File: config.mk
export PLATFORM = sky130hd
export DESIGN_NAME = timed_priority_task_table_flat
export DESIGN_NICKNAME = d
export VERILOG_FILES = /design/src/rtl/tpt_pkg.sv /design/src/rtl/tpt_ifs.sv /design/src/rtl/timed_priority_task_table.sv /design/src/rtl/tpt_store.sv /design/src/rtl/tpt_pick.sv /design/src/flat_wrapper.sv
export SDC_FILE = /design/constraint.sdc
export NUM_CORES = 2
export LEC_CHECK = 0
export BUFFER_PORTS_ARGS = -buffer_cell sky130_fd_sc_hd__buf_2
export CORE_MARGIN = 3
export CORE_UTILIZATION = 50
export DETAILED_ROUTE_END_ITERATION = 7
export PLACE_DENSITY = 0.66
export SYNTH_ARGS = -nofsm -noshare
export SYNTH_HDL_FRONTEND = slang
export SYNTH_SLANG_ARGS = --single-unit
export TNS_END_PERCENT = 100
File: constraint.sdc
create_clock -name clk -period 17.6 [get_ports clk]
set_input_delay 0.88 -clock clk [delete_from_list [all_inputs] [get_ports clk]]
set_output_delay 0.88 -clock clk [all_outputs]
set_load 0.1 [all_outputs]
File: src/rtl/tpt_pkg.sv
// ----------------------------------------------------------------------------
// tpt_pkg
// Shared types and codes for the timed priority task table.
// ----------------------------------------------------------------------------
package tpt_pkg;

    localparam logic [2:0] MODE_ENQUEUE = 3'd0;
    localparam logic [2:0] MODE_DEQUEUE = 3'd1;
    localparam logic [2:0] MODE_CANCEL  = 3'd2;
    localparam logic [2:0] MODE_LOOKUP  = 3'd3;
    localparam logic [2:0] MODE_UPDATE  = 3'd4;
    localparam logic [2:0] MODE_COUNT   = 3'd5;

    localparam logic [2:0] ST_PENDING   = 3'd0;
    localparam logic [2:0] ST_CANCELLED = 3'd1;

    // one stored task record
    typedef struct packed {
        logic [31:0] id;
        logic [7:0]  prio;
        logic [47:0] deadline;
        logic [47:0] release_time;
        logic [2:0]  state;
        logic [15:0] progress;
    } rec_t;

    typedef struct packed {
        logic [2:0]  mode;
        logic [31:0] task_id;
        logic [7:0]  task_priority;
        logic [47:0] task_deadline;
        logic [47:0] task_release_time;
        logic [2:0]  state_code;
        logic [15:0] progress_value;
        logic        keep_progress;
        logic [47:0] now_time;
    } cmd_t;

    typedef struct packed {
        logic        ok;
        logic [31:0] out_task_id;
        logic [7:0]  out_priority;
        logic [47:0] out_deadline;
        logic [47:0] out_release_time;
        logic [2:0]  out_state;
        logic [15:0] out_progress;
        logic [4:0]  entry_count;
        logic [4:0]  pending_count;
        logic        table_full;
    } rsp_t;

endpackage

File: src/rtl/tpt_ifs.sv
// ----------------------------------------------------------------------------
// tpt_ifs
// Valid/ready channels of the task table: command, result, configuration.
// ----------------------------------------------------------------------------
interface tpt_cmd_if import tpt_pkg::*; ();
    logic valid;
    logic ready;
    cmd_t data;
    modport source (output valid, output data, input ready);
    modport sink   (input valid, input data, output ready);
endinterface

interface tpt_rsp_if import tpt_pkg::*; ();
    logic valid;
    logic ready;
    rsp_t data;
    modport source (output valid, output data, input ready);
    modport sink   (input valid, input data, output ready);
endinterface

interface tpt_cfg_if ();
    logic valid;
    logic ready;
    logic data;
    modport source (output valid, output data, input ready);
    modport sink   (input valid, input data, output ready);
endinterface

File: src/rtl/timed_priority_task_table.sv
// ----------------------------------------------------------------------------
// timed_priority_task_table
// Ordered task table with id lookup, FIFO or priority dequeue and compaction.
// ----------------------------------------------------------------------------
// Each command takes one beat on cmd and gives one beat on rsp. Records live
// in a single-port-write, single-port-read memory with registered read
// data; every command scans the occupied slots in order, one read issued
// per cycle, then acts and registers the result beat (the scan is skipped
// on an empty table), waiting while an earlier result is still unaccepted,
// and then returns to idle to take the next command. A dequeue that leaves
// records behind the removed one compacts the table, moving each of them
// down one slot through a read state and a write state. One command is in
// flight at a time; the result sits in an output register, so cmd is ready
// again while the previous result waits. priority_mode is written on cfg
// (always ready) and is sampled during the dequeue scan.
module timed_priority_task_table
    import tpt_pkg::*;
#(
    parameter int CAPACITY = 16
)
(
    input  logic      clk,
    input  logic      rst_n,
    tpt_cmd_if.sink   cmd,
    tpt_rsp_if.source rsp,
    tpt_cfg_if.sink   cfg
);

    localparam int IW = $clog2(CAPACITY);
    localparam int CW = $clog2(CAPACITY + 1);

    localparam logic [2:0] S_IDLE = 3'd0;
    localparam logic [2:0] S_SCAN = 3'd1;
    localparam logic [2:0] S_ACT  = 3'd2;
    localparam logic [2:0] S_SHRD = 3'd3;
    localparam logic [2:0] S_SHWR = 3'd4;
    localparam logic [2:0] S_FIN  = 3'd5;

    logic [2:0]    state_reg,  state_next;
    cmd_t          cmd_reg,    cmd_next;
    logic          pm_reg;
    logic [CW-1:0] occ_reg,    occ_next;
    logic [CW-1:0] pend_reg,   pend_next;
    logic [CW-1:0] issue_reg,  issue_next;
    logic          rvalid_reg, rvalid_next;
    logic [CW-1:0] ridx_reg,   ridx_next;
    logic          found_reg,  found_next;
    logic [IW-1:0] fidx_reg,   fidx_next;
    rec_t          rec_reg,    rec_next;
    logic          ok_reg,     ok_next;
    logic          full_reg,   full_next;
    logic [IW-1:0] ptr_reg,    ptr_next;
    logic          rsp_valid_reg, rsp_valid_next;
    rsp_t          rsp_data_reg,  rsp_data_next;

    // memory port
    logic          mem_we;
    logic [IW-1:0] mem_waddr;
    rec_t          mem_wdata;
    logic [IW-1:0] mem_raddr;
    rec_t          mem_rdata;

    logic          take;
    rec_t          new_rec;
    logic          new_pend;
    logic          old_pend;

    tpt_store #(
        .CAPACITY (CAPACITY),
        .IW       (IW)
    ) u_store (
        .clk   (clk),
        .we    (mem_we),
        .waddr (mem_waddr),
        .wdata (mem_wdata),
        .raddr (mem_raddr),
        .rdata (mem_rdata)
    );

    tpt_pick u_pick (
        .cand       (mem_rdata),
        .best       (rec_reg),
        .have_best  (found_reg),
        .is_dequeue (cmd_reg.mode == MODE_DEQUEUE),
        .prio_mode  (pm_reg),
        .key_id     (cmd_reg.task_id),
        .now_time   (cmd_reg.now_time),
        .take       (take)
    );

    assign cmd.ready = (state_reg == S_IDLE);
    assign cfg.ready = 1'b1;
    assign rsp.valid = rsp_valid_reg;
    assign rsp.data  = rsp_data_reg;

    // record built from the command for enqueue
    always_comb
    begin
        new_rec.id           = cmd_reg.task_id;
        new_rec.prio         = cmd_reg.task_priority;
        new_rec.deadline     = cmd_reg.task_deadline;
        new_rec.release_time = cmd_reg.task_release_time;
        new_rec.state        = cmd_reg.state_code;
        new_rec.progress     = cmd_reg.progress_value;
        new_pend             = (cmd_reg.state_code == ST_PENDING);
        old_pend             = (rec_reg.state == ST_PENDING);
    end

    always_comb
    begin
        state_next     = state_reg;
        cmd_next       = cmd_reg;
        occ_next       = occ_reg;
        pend_next      = pend_reg;
        issue_next     = issue_reg;
        rvalid_next    = 1'b0;
        ridx_next      = ridx_reg;
        found_next     = found_reg;
        fidx_next      = fidx_reg;
        rec_next       = rec_reg;
        ok_next        = ok_reg;
        full_next      = full_reg;
        ptr_next       = ptr_reg;
        rsp_valid_next = rsp_valid_reg;
        rsp_data_next  = rsp_data_reg;
        mem_we         = 1'b0;
        mem_waddr      = fidx_reg;
        mem_wdata      = rec_reg;
        mem_raddr      = issue_reg[IW-1:0];

        if (rsp_valid_reg && rsp.ready)
        begin
            rsp_valid_next = 1'b0;
        end

        unique case (state_reg)
            S_IDLE:
            begin
                if (cmd.valid)
                begin
                    cmd_next   = cmd.data;
                    issue_next = '0;
                    found_next = 1'b0;
                    ok_next    = 1'b0;
                    full_next  = 1'b0;
                    state_next = (occ_reg == '0) ? S_ACT : S_SCAN;
                end
            end

            S_SCAN:
            begin
                // issue next read
                if (issue_reg < occ_reg)
                begin
                    rvalid_next = 1'b1;
                    ridx_next   = issue_reg;
                    issue_next  = issue_reg + CW'(1);
                end
                // consume returned record
                if (rvalid_reg)
                begin
                    if (take)
                    begin
                        found_next = 1'b1;
                        fidx_next  = ridx_reg[IW-1:0];
                        rec_next   = mem_rdata;
                    end
                    if ((ridx_reg + CW'(1)) == occ_reg)
                    begin
                        state_next = S_ACT;
                    end
                end
            end

            S_ACT:
            begin
                state_next = S_FIN;
                case (cmd_reg.mode)
                    MODE_ENQUEUE:
                    begin
                        if (found_reg)
                        begin
                            mem_we    = 1'b1;
                            mem_waddr = fidx_reg;
                            mem_wdata = new_rec;
                            ok_next   = 1'b1;
                            pend_next = pend_reg - CW'(old_pend) + CW'(new_pend);
                        end
                        else if (occ_reg >= CW'(CAPACITY))
                        begin
                            full_next = 1'b1;
                        end
                        else
                        begin
                            mem_we    = 1'b1;
                            mem_waddr = occ_reg[IW-1:0];
                            mem_wdata = new_rec;
                            ok_next   = 1'b1;
                            occ_next  = occ_reg + CW'(1);
                            pend_next = pend_reg + CW'(new_pend);
                        end
                    end
                    MODE_DEQUEUE:
                    begin
                        if (found_reg)
                        begin
                            ok_next   = 1'b1;
                            occ_next  = occ_reg - CW'(1);
                            pend_next = pend_reg - CW'(1);
                            ptr_next  = fidx_reg;
                            // close the gap if records follow
                            if (CW'(fidx_reg) < (occ_reg - CW'(1)))
                            begin
                                state_next = S_SHRD;
                            end
                        end
                    end
                    MODE_CANCEL:
                    begin
                        if (found_reg)
                        begin
                            mem_we          = 1'b1;
                            mem_wdata       = rec_reg;
                            mem_wdata.state = ST_CANCELLED;
                            ok_next         = 1'b1;
                            pend_next       = pend_reg - CW'(old_pend);
                        end
                    end
                    MODE_LOOKUP:
                    begin
                        ok_next = found_reg;
                    end
                    MODE_UPDATE:
                    begin
                        if (found_reg)
                        begin
                            mem_we          = 1'b1;
                            mem_wdata       = rec_reg;
                            mem_wdata.state = cmd_reg.state_code;
                            if (!cmd_reg.keep_progress)
                            begin
                                mem_wdata.progress = cmd_reg.progress_value;
                            end
                            ok_next   = 1'b1;
                            pend_next = pend_reg - CW'(old_pend) + CW'(new_pend);
                        end
                    end
                    default:
                    begin
                        ok_next = 1'b0;
                    end
                endcase
            end

            S_SHRD:
            begin
                mem_raddr  = IW'(ptr_reg + 1'b1);
                state_next = S_SHWR;
            end

            S_SHWR:
            begin
                mem_we    = 1'b1;
                mem_waddr = ptr_reg;
                mem_wdata = mem_rdata;
                ptr_next  = IW'(ptr_reg + 1'b1);
                // occ_reg already holds the reduced count
                if ((CW'(ptr_reg) + CW'(1)) < occ_reg)
                begin
                    state_next = S_SHRD;
                end
                else
                begin
                    state_next = S_FIN;
                end
            end

            S_FIN:
            begin
                if (!rsp_valid_reg || rsp.ready)
                begin
                    rsp_valid_next = 1'b1;
                    rsp_data_next  = '0;
                    rsp_data_next.ok = ok_reg;
                    if (ok_reg && ((cmd_reg.mode == MODE_DEQUEUE) ||
                                   (cmd_reg.mode == MODE_LOOKUP)))
                    begin
                        rsp_data_next.out_task_id      = rec_reg.id;
                        rsp_data_next.out_priority     = rec_reg.prio;
                        rsp_data_next.out_deadline     = rec_reg.deadline;
                        rsp_data_next.out_release_time = rec_reg.release_time;
                        rsp_data_next.out_state        = rec_reg.state;
                        rsp_data_next.out_progress     = rec_reg.progress;
                    end
                    rsp_data_next.entry_count   = 5'(occ_reg);
                    rsp_data_next.pending_count = 5'(pend_reg);
                    rsp_data_next.table_full    = full_reg;
                    state_next = S_IDLE;
                end
            end

            default:
            begin
                state_next = S_IDLE;
            end
        endcase
    end

    always_ff @(posedge clk or negedge rst_n)
    begin
        if (!rst_n)
        begin
            state_reg     <= S_IDLE;
            pm_reg        <= 1'b0;
            occ_reg       <= '0;
            pend_reg      <= '0;
            rvalid_reg    <= 1'b0;
            rsp_valid_reg <= 1'b0;
        end
        else
        begin
            state_reg     <= state_next;
            occ_reg       <= occ_next;
            pend_reg      <= pend_next;
            rvalid_reg    <= rvalid_next;
            rsp_valid_reg <= rsp_valid_next;
            if (cfg.valid)
            begin
                pm_reg <= cfg.data;
            end
        end
    end

    always_ff @(posedge clk)
    begin
        cmd_reg      <= cmd_next;
        issue_reg    <= issue_next;
        ridx_reg     <= ridx_next;
        found_reg    <= found_next;
        fidx_reg     <= fidx_next;
        rec_reg      <= rec_next;
        ok_reg       <= ok_next;
        full_reg     <= full_next;
        ptr_reg      <= ptr_next;
        rsp_data_reg <= rsp_data_next;
    end

endmodule

File: src/rtl/tpt_store.sv
// ----------------------------------------------------------------------------
// tpt_store
// Record memory: one write port, one read port with registered read data.
// ----------------------------------------------------------------------------
module tpt_store
    import tpt_pkg::*;
#(
    parameter int CAPACITY = 16,
    parameter int IW       = 4
)
(
    input  logic          clk,
    input  logic          we,
    input  logic [IW-1:0] waddr,
    input  rec_t          wdata,
    input  logic [IW-1:0] raddr,
    output rec_t          rdata
);

    rec_t mem [CAPACITY];
    rec_t rdata_reg;

    always_ff @(posedge clk)
    begin
        if (we)
        begin
            mem[waddr] <= wdata;
        end
        rdata_reg <= mem[raddr];
    end

    assign rdata = rdata_reg;

endmodule

File: src/rtl/tpt_pick.sv
// ----------------------------------------------------------------------------
// tpt_pick
// Scan decision: does the record just read replace the current candidate.
// ----------------------------------------------------------------------------
module tpt_pick
    import tpt_pkg::*;
(
    input  rec_t        cand,
    input  rec_t        best,
    input  logic        have_best,
    input  logic        is_dequeue,
    input  logic        prio_mode,
    input  logic [31:0] key_id,
    input  logic [47:0] now_time,
    output logic        take
);

    logic eligible;
    logic better;

    always_comb
    begin
        eligible = (cand.release_time <= now_time) && (cand.state == ST_PENDING);
        better   = (cand.prio > best.prio) ||
                   ((cand.prio == best.prio) && (cand.deadline < best.deadline));
        if (is_dequeue)
        begin
            take = eligible && (!have_best || (prio_mode && better));
        end
        else
        begin
            // first match wins: later duplicates are ignored
            take = !have_best && (cand.id == key_id);
        end
    end

endmodule

File: src/flat_wrapper.sv
// flat-port wrapper written by rule: the top's interface ports become plain ports
module timed_priority_task_table_flat import tpt_pkg::*;
#(
    parameter int CAPACITY = 16
)
  (clk, rst_n, cmd_valid, cmd_data, cmd_ready, rsp_valid, rsp_data, rsp_ready, cfg_valid, cfg_data, cfg_ready);
  tpt_cmd_if cmd_i ();
  tpt_rsp_if rsp_i ();
  tpt_cfg_if cfg_i ();
  input  logic clk;
  input  logic rst_n;
  input wire logic [$bits(cmd_i.valid)-1:0] cmd_valid;
  input wire logic [$bits(cmd_i.data)-1:0] cmd_data;
  output wire logic [$bits(cmd_i.ready)-1:0] cmd_ready;
  output wire logic [$bits(rsp_i.valid)-1:0] rsp_valid;
  output wire logic [$bits(rsp_i.data)-1:0] rsp_data;
  input wire logic [$bits(rsp_i.ready)-1:0] rsp_ready;
  input wire logic [$bits(cfg_i.valid)-1:0] cfg_valid;
  input wire logic [$bits(cfg_i.data)-1:0] cfg_data;
  output wire logic [$bits(cfg_i.ready)-1:0] cfg_ready;
  assign cmd_i.valid = cmd_valid;
  assign cmd_i.data = cmd_data;
  assign cmd_ready = cmd_i.ready;
  assign rsp_valid = rsp_i.valid;
  assign rsp_data = rsp_i.data;
  assign rsp_i.ready = rsp_ready;
  assign cfg_i.valid = cfg_valid;
  assign cfg_i.data = cfg_data;
  assign cfg_ready = cfg_i.ready;
  timed_priority_task_table #(.CAPACITY(CAPACITY)) u_core (.clk(clk), .rst_n(rst_n), .cmd(cmd_i), .rsp(rsp_i), .cfg(cfg_i));
endmodule
==> results.toml <==
[status]
status = "finished, final reports clean"

[clock_tree]
clkTransAtPathRegs_ps = 60
cts_buffer_depth = 4
htree_levels = 5
cts_tree = "yes"
cts-buffers-inserted = 341
clock_latency_ps = 950
cts.sinks = 3201
cts_root_buf = "clkbuf_16"
cts_setup_buffers = 0

[setup_path]
startpoint_type = "flop"
critPathArrivalTime_ps = 6860
crit_required_ps = 18150
critPathBufInv = 5
cp_top_family = "buffers and inverters"
crit_top_cell = "buf_4"
cp_slowest_cell = "nor2_4"
path_cells = "nand2b_1 -> nor2_4 -> buf_4 -> buf_4 -> a22oi_1 -> o31ai_1 -> nand3b_1 -> nor2_4 -> buf_4 -> buf_4 -> buf_4"
worst_path_largest_cell_delay_ps = 860
path_class = "reg -> reg"
cp_max_fo = 52
cp-end-kind = "flop"

[synthesis]
synth_flop_cell = "edfxtp_1"
synth-seq-area-share = 0.769
syn_nets = 6450
synth.most_common_cell = "edfxtp_1"
ys_types = 68
async_flop_share = 0.00500
netlist_top_cells_count = "edfxtp_1, mux4_2, nand2_1"
synth_warnings = 0
synthCells = 6110
syn_area_sq_mm = 0.123
synth_area_leaders = "edfxtp_1, mux4_2, dfxtp_1"
yosysTopAreaCell = "edfxtp_1"
synth-edff-count = 3030
syn_avg_cell_area_sq_um = 20.1
ys_seq_elements = 3201
yosysTopAreaCellShare = 0.741

[sta]
final_max_slew_viol_count = 0
worst_pin_slew_ps = 1310
min_period_ps = 6310
fmax_mhz = 158
finalHoldViolCount = 0
rsz0062_at_grt = "no"
skew_ps = 57.5
post-route-period-util = 0.358
relSlewSlack = 0.124
setup_viol = 0
finalSetupTns_ps = 0

[place]
portBuffers = 381
dp_hpwl_mm = 156
routabilityCongestion = 0.799

[drt]
wl_mm = 296
post-route-drc-count = 0
vias = 61100
via_per_inst = 6.04
firstDrtPassIters = 5
drtAntennaViolNets = 0
routedWlPerCell_microns = 29.3
drtIter0Drc = 6801

[floorplan]
io_pins = 383
fp-row-count = 181
fp.dieH_microns = 502
start_util = 0.504
dieWidth_microns = 502
dieArea_sq_mm = 0.252
coreArea_sq_mm = 0.244

[global_route]
antenna_found_initial = 17
grt_pass1_wl_mm = 432
grt_use_total = 0.236
grt-ovfl-total = 0
grt_max_degree = 163
grt_pass1_vias = 62700

[cells_and_area]
syn2layout_area_growth_pct = 13.4
largest_reg_flops = 2480
nets = 6982
layout-drive-gt1-share = 0.236
n_fill_cell = 17900

[pwr]
powerDensity_mw_per_mm2 = 167
p_leak_uw = 0.0463
ir_drop_mv = 0.127
p_total_uw = 23200

[worst_hold_path]
hp-class = "in -> reg"

[run]
max-cap-violations = 0
per-layer routing:
metal,part of all wire,vias up,global-route usage
met2,0.47,2589,0.366
met5,0,-,0
met1,0.41,32200,0.338
met3,0.079,478,0.0428
li1,-,25800,-
met4,0.038,0,0.0866
cell usage in the layout (no fill, tap or decap), types with 155 or more instances in the layout:
| cell | n |
|---|---|
| mux2i_1 | 162 |
| nand2_1 | 359 |
| and2_1 | 172 |
| a211oi_1 | 161 |
| buf_2 | 381 |
| dfxtp_1 | 155 |
| clkbuf_16 | 341 |
| edfxtp_1 | 3030 |
| a21oi_1 | 190 |
| mux4_2 | 620 |
| nor2b_1 | 156 |
final timing paths:
path                       cells past startpoint                    endpoint                     start  slack, ps
setup reg to reg                              11  u_core.u_store.mem[15][86]       u_core.state_reg[1]      11290
setup / recovery                              11  u_core.u_store.mem[15][86]       u_core.state_reg[1]      11290
max in group asynchronous                      2          u_core.pend_reg[3]                     rst_n      16730
hold / removal                                 1          u_core.cmd_reg[86]              cmd_data[86]        100
hold reg to reg                                0          u_core.rec_reg[15]  u_core.u_store.rdata[15]        410
min in group asynchronous                      2               u_core.pm_reg                     rst_n        450
where the power goes:
group	total (uW)	internal (uW)	leakage (uW)	switching, uW
Clock	6950	4090	0.00521	2850
Combinational	6400	2520	0.0122	3880
Sequential	9890	9450	0.0289	442
Total	23200	16100	0.0463	7170
through the flow:
stage	utilization	worst slack (ps)	area (sq um)	cells	hold slack (ps)
after floorplan	-	2430	123000	6110	400
after global placement	0.527	11340	129000	9500	416
after detailed placement	0.527	11260	129000	9500	418
after CTS	0.571	11250	139000	10100	32.3
after global routing	0.571	10940	139000	10100	51.5
final	0.571	11290	139000	10100	104
cell families after synthesis:
kind of cell,share of synthesized area
multiplexers,0.128
AO/OA/AOI/OAI,0.0337
other,0.0000305
AND/OR/NAND/NOR,0.0363
flip-flops,0.769
buffers and inverters,0.0166
XOR/XNOR,0.00385
adder cells (fa/ha/maj),0.0129
worst reg2reg max path: stages, from the launching register on:
cell,delay (ps)
dfrtp_1,500
nand2b_1,320
nor2_4,140
buf_4,510
buf_4,810
a22oi_1,230
o31ai_1,170
nand3b_1,420
nor2_4,860
buf_4,680
buf_4,670
buf_4,620
repair_timing:
action                    in CTS  in global routing
hold endpoints to repair      16                  0
hold buffers                   1                  0
resized for setup              0                  0
cell type report:
type                            instances  area, sq um  share of cell area
Clock inverter                        150         1590              0.0114
Clock buffer                          458         9220              0.0662
Inverter                              125          477             0.00342
Tap cell                             3202         4010              0.0288
Timing Repair Buffer                  495         2970              0.0213
Multi-Input combinational cell       2478        26600               0.191
Sequential cell                      3201        94500               0.678
Antenna cell                            6         15.0            0.000108
Note: power is estimated with default switching activity, not from simulation.
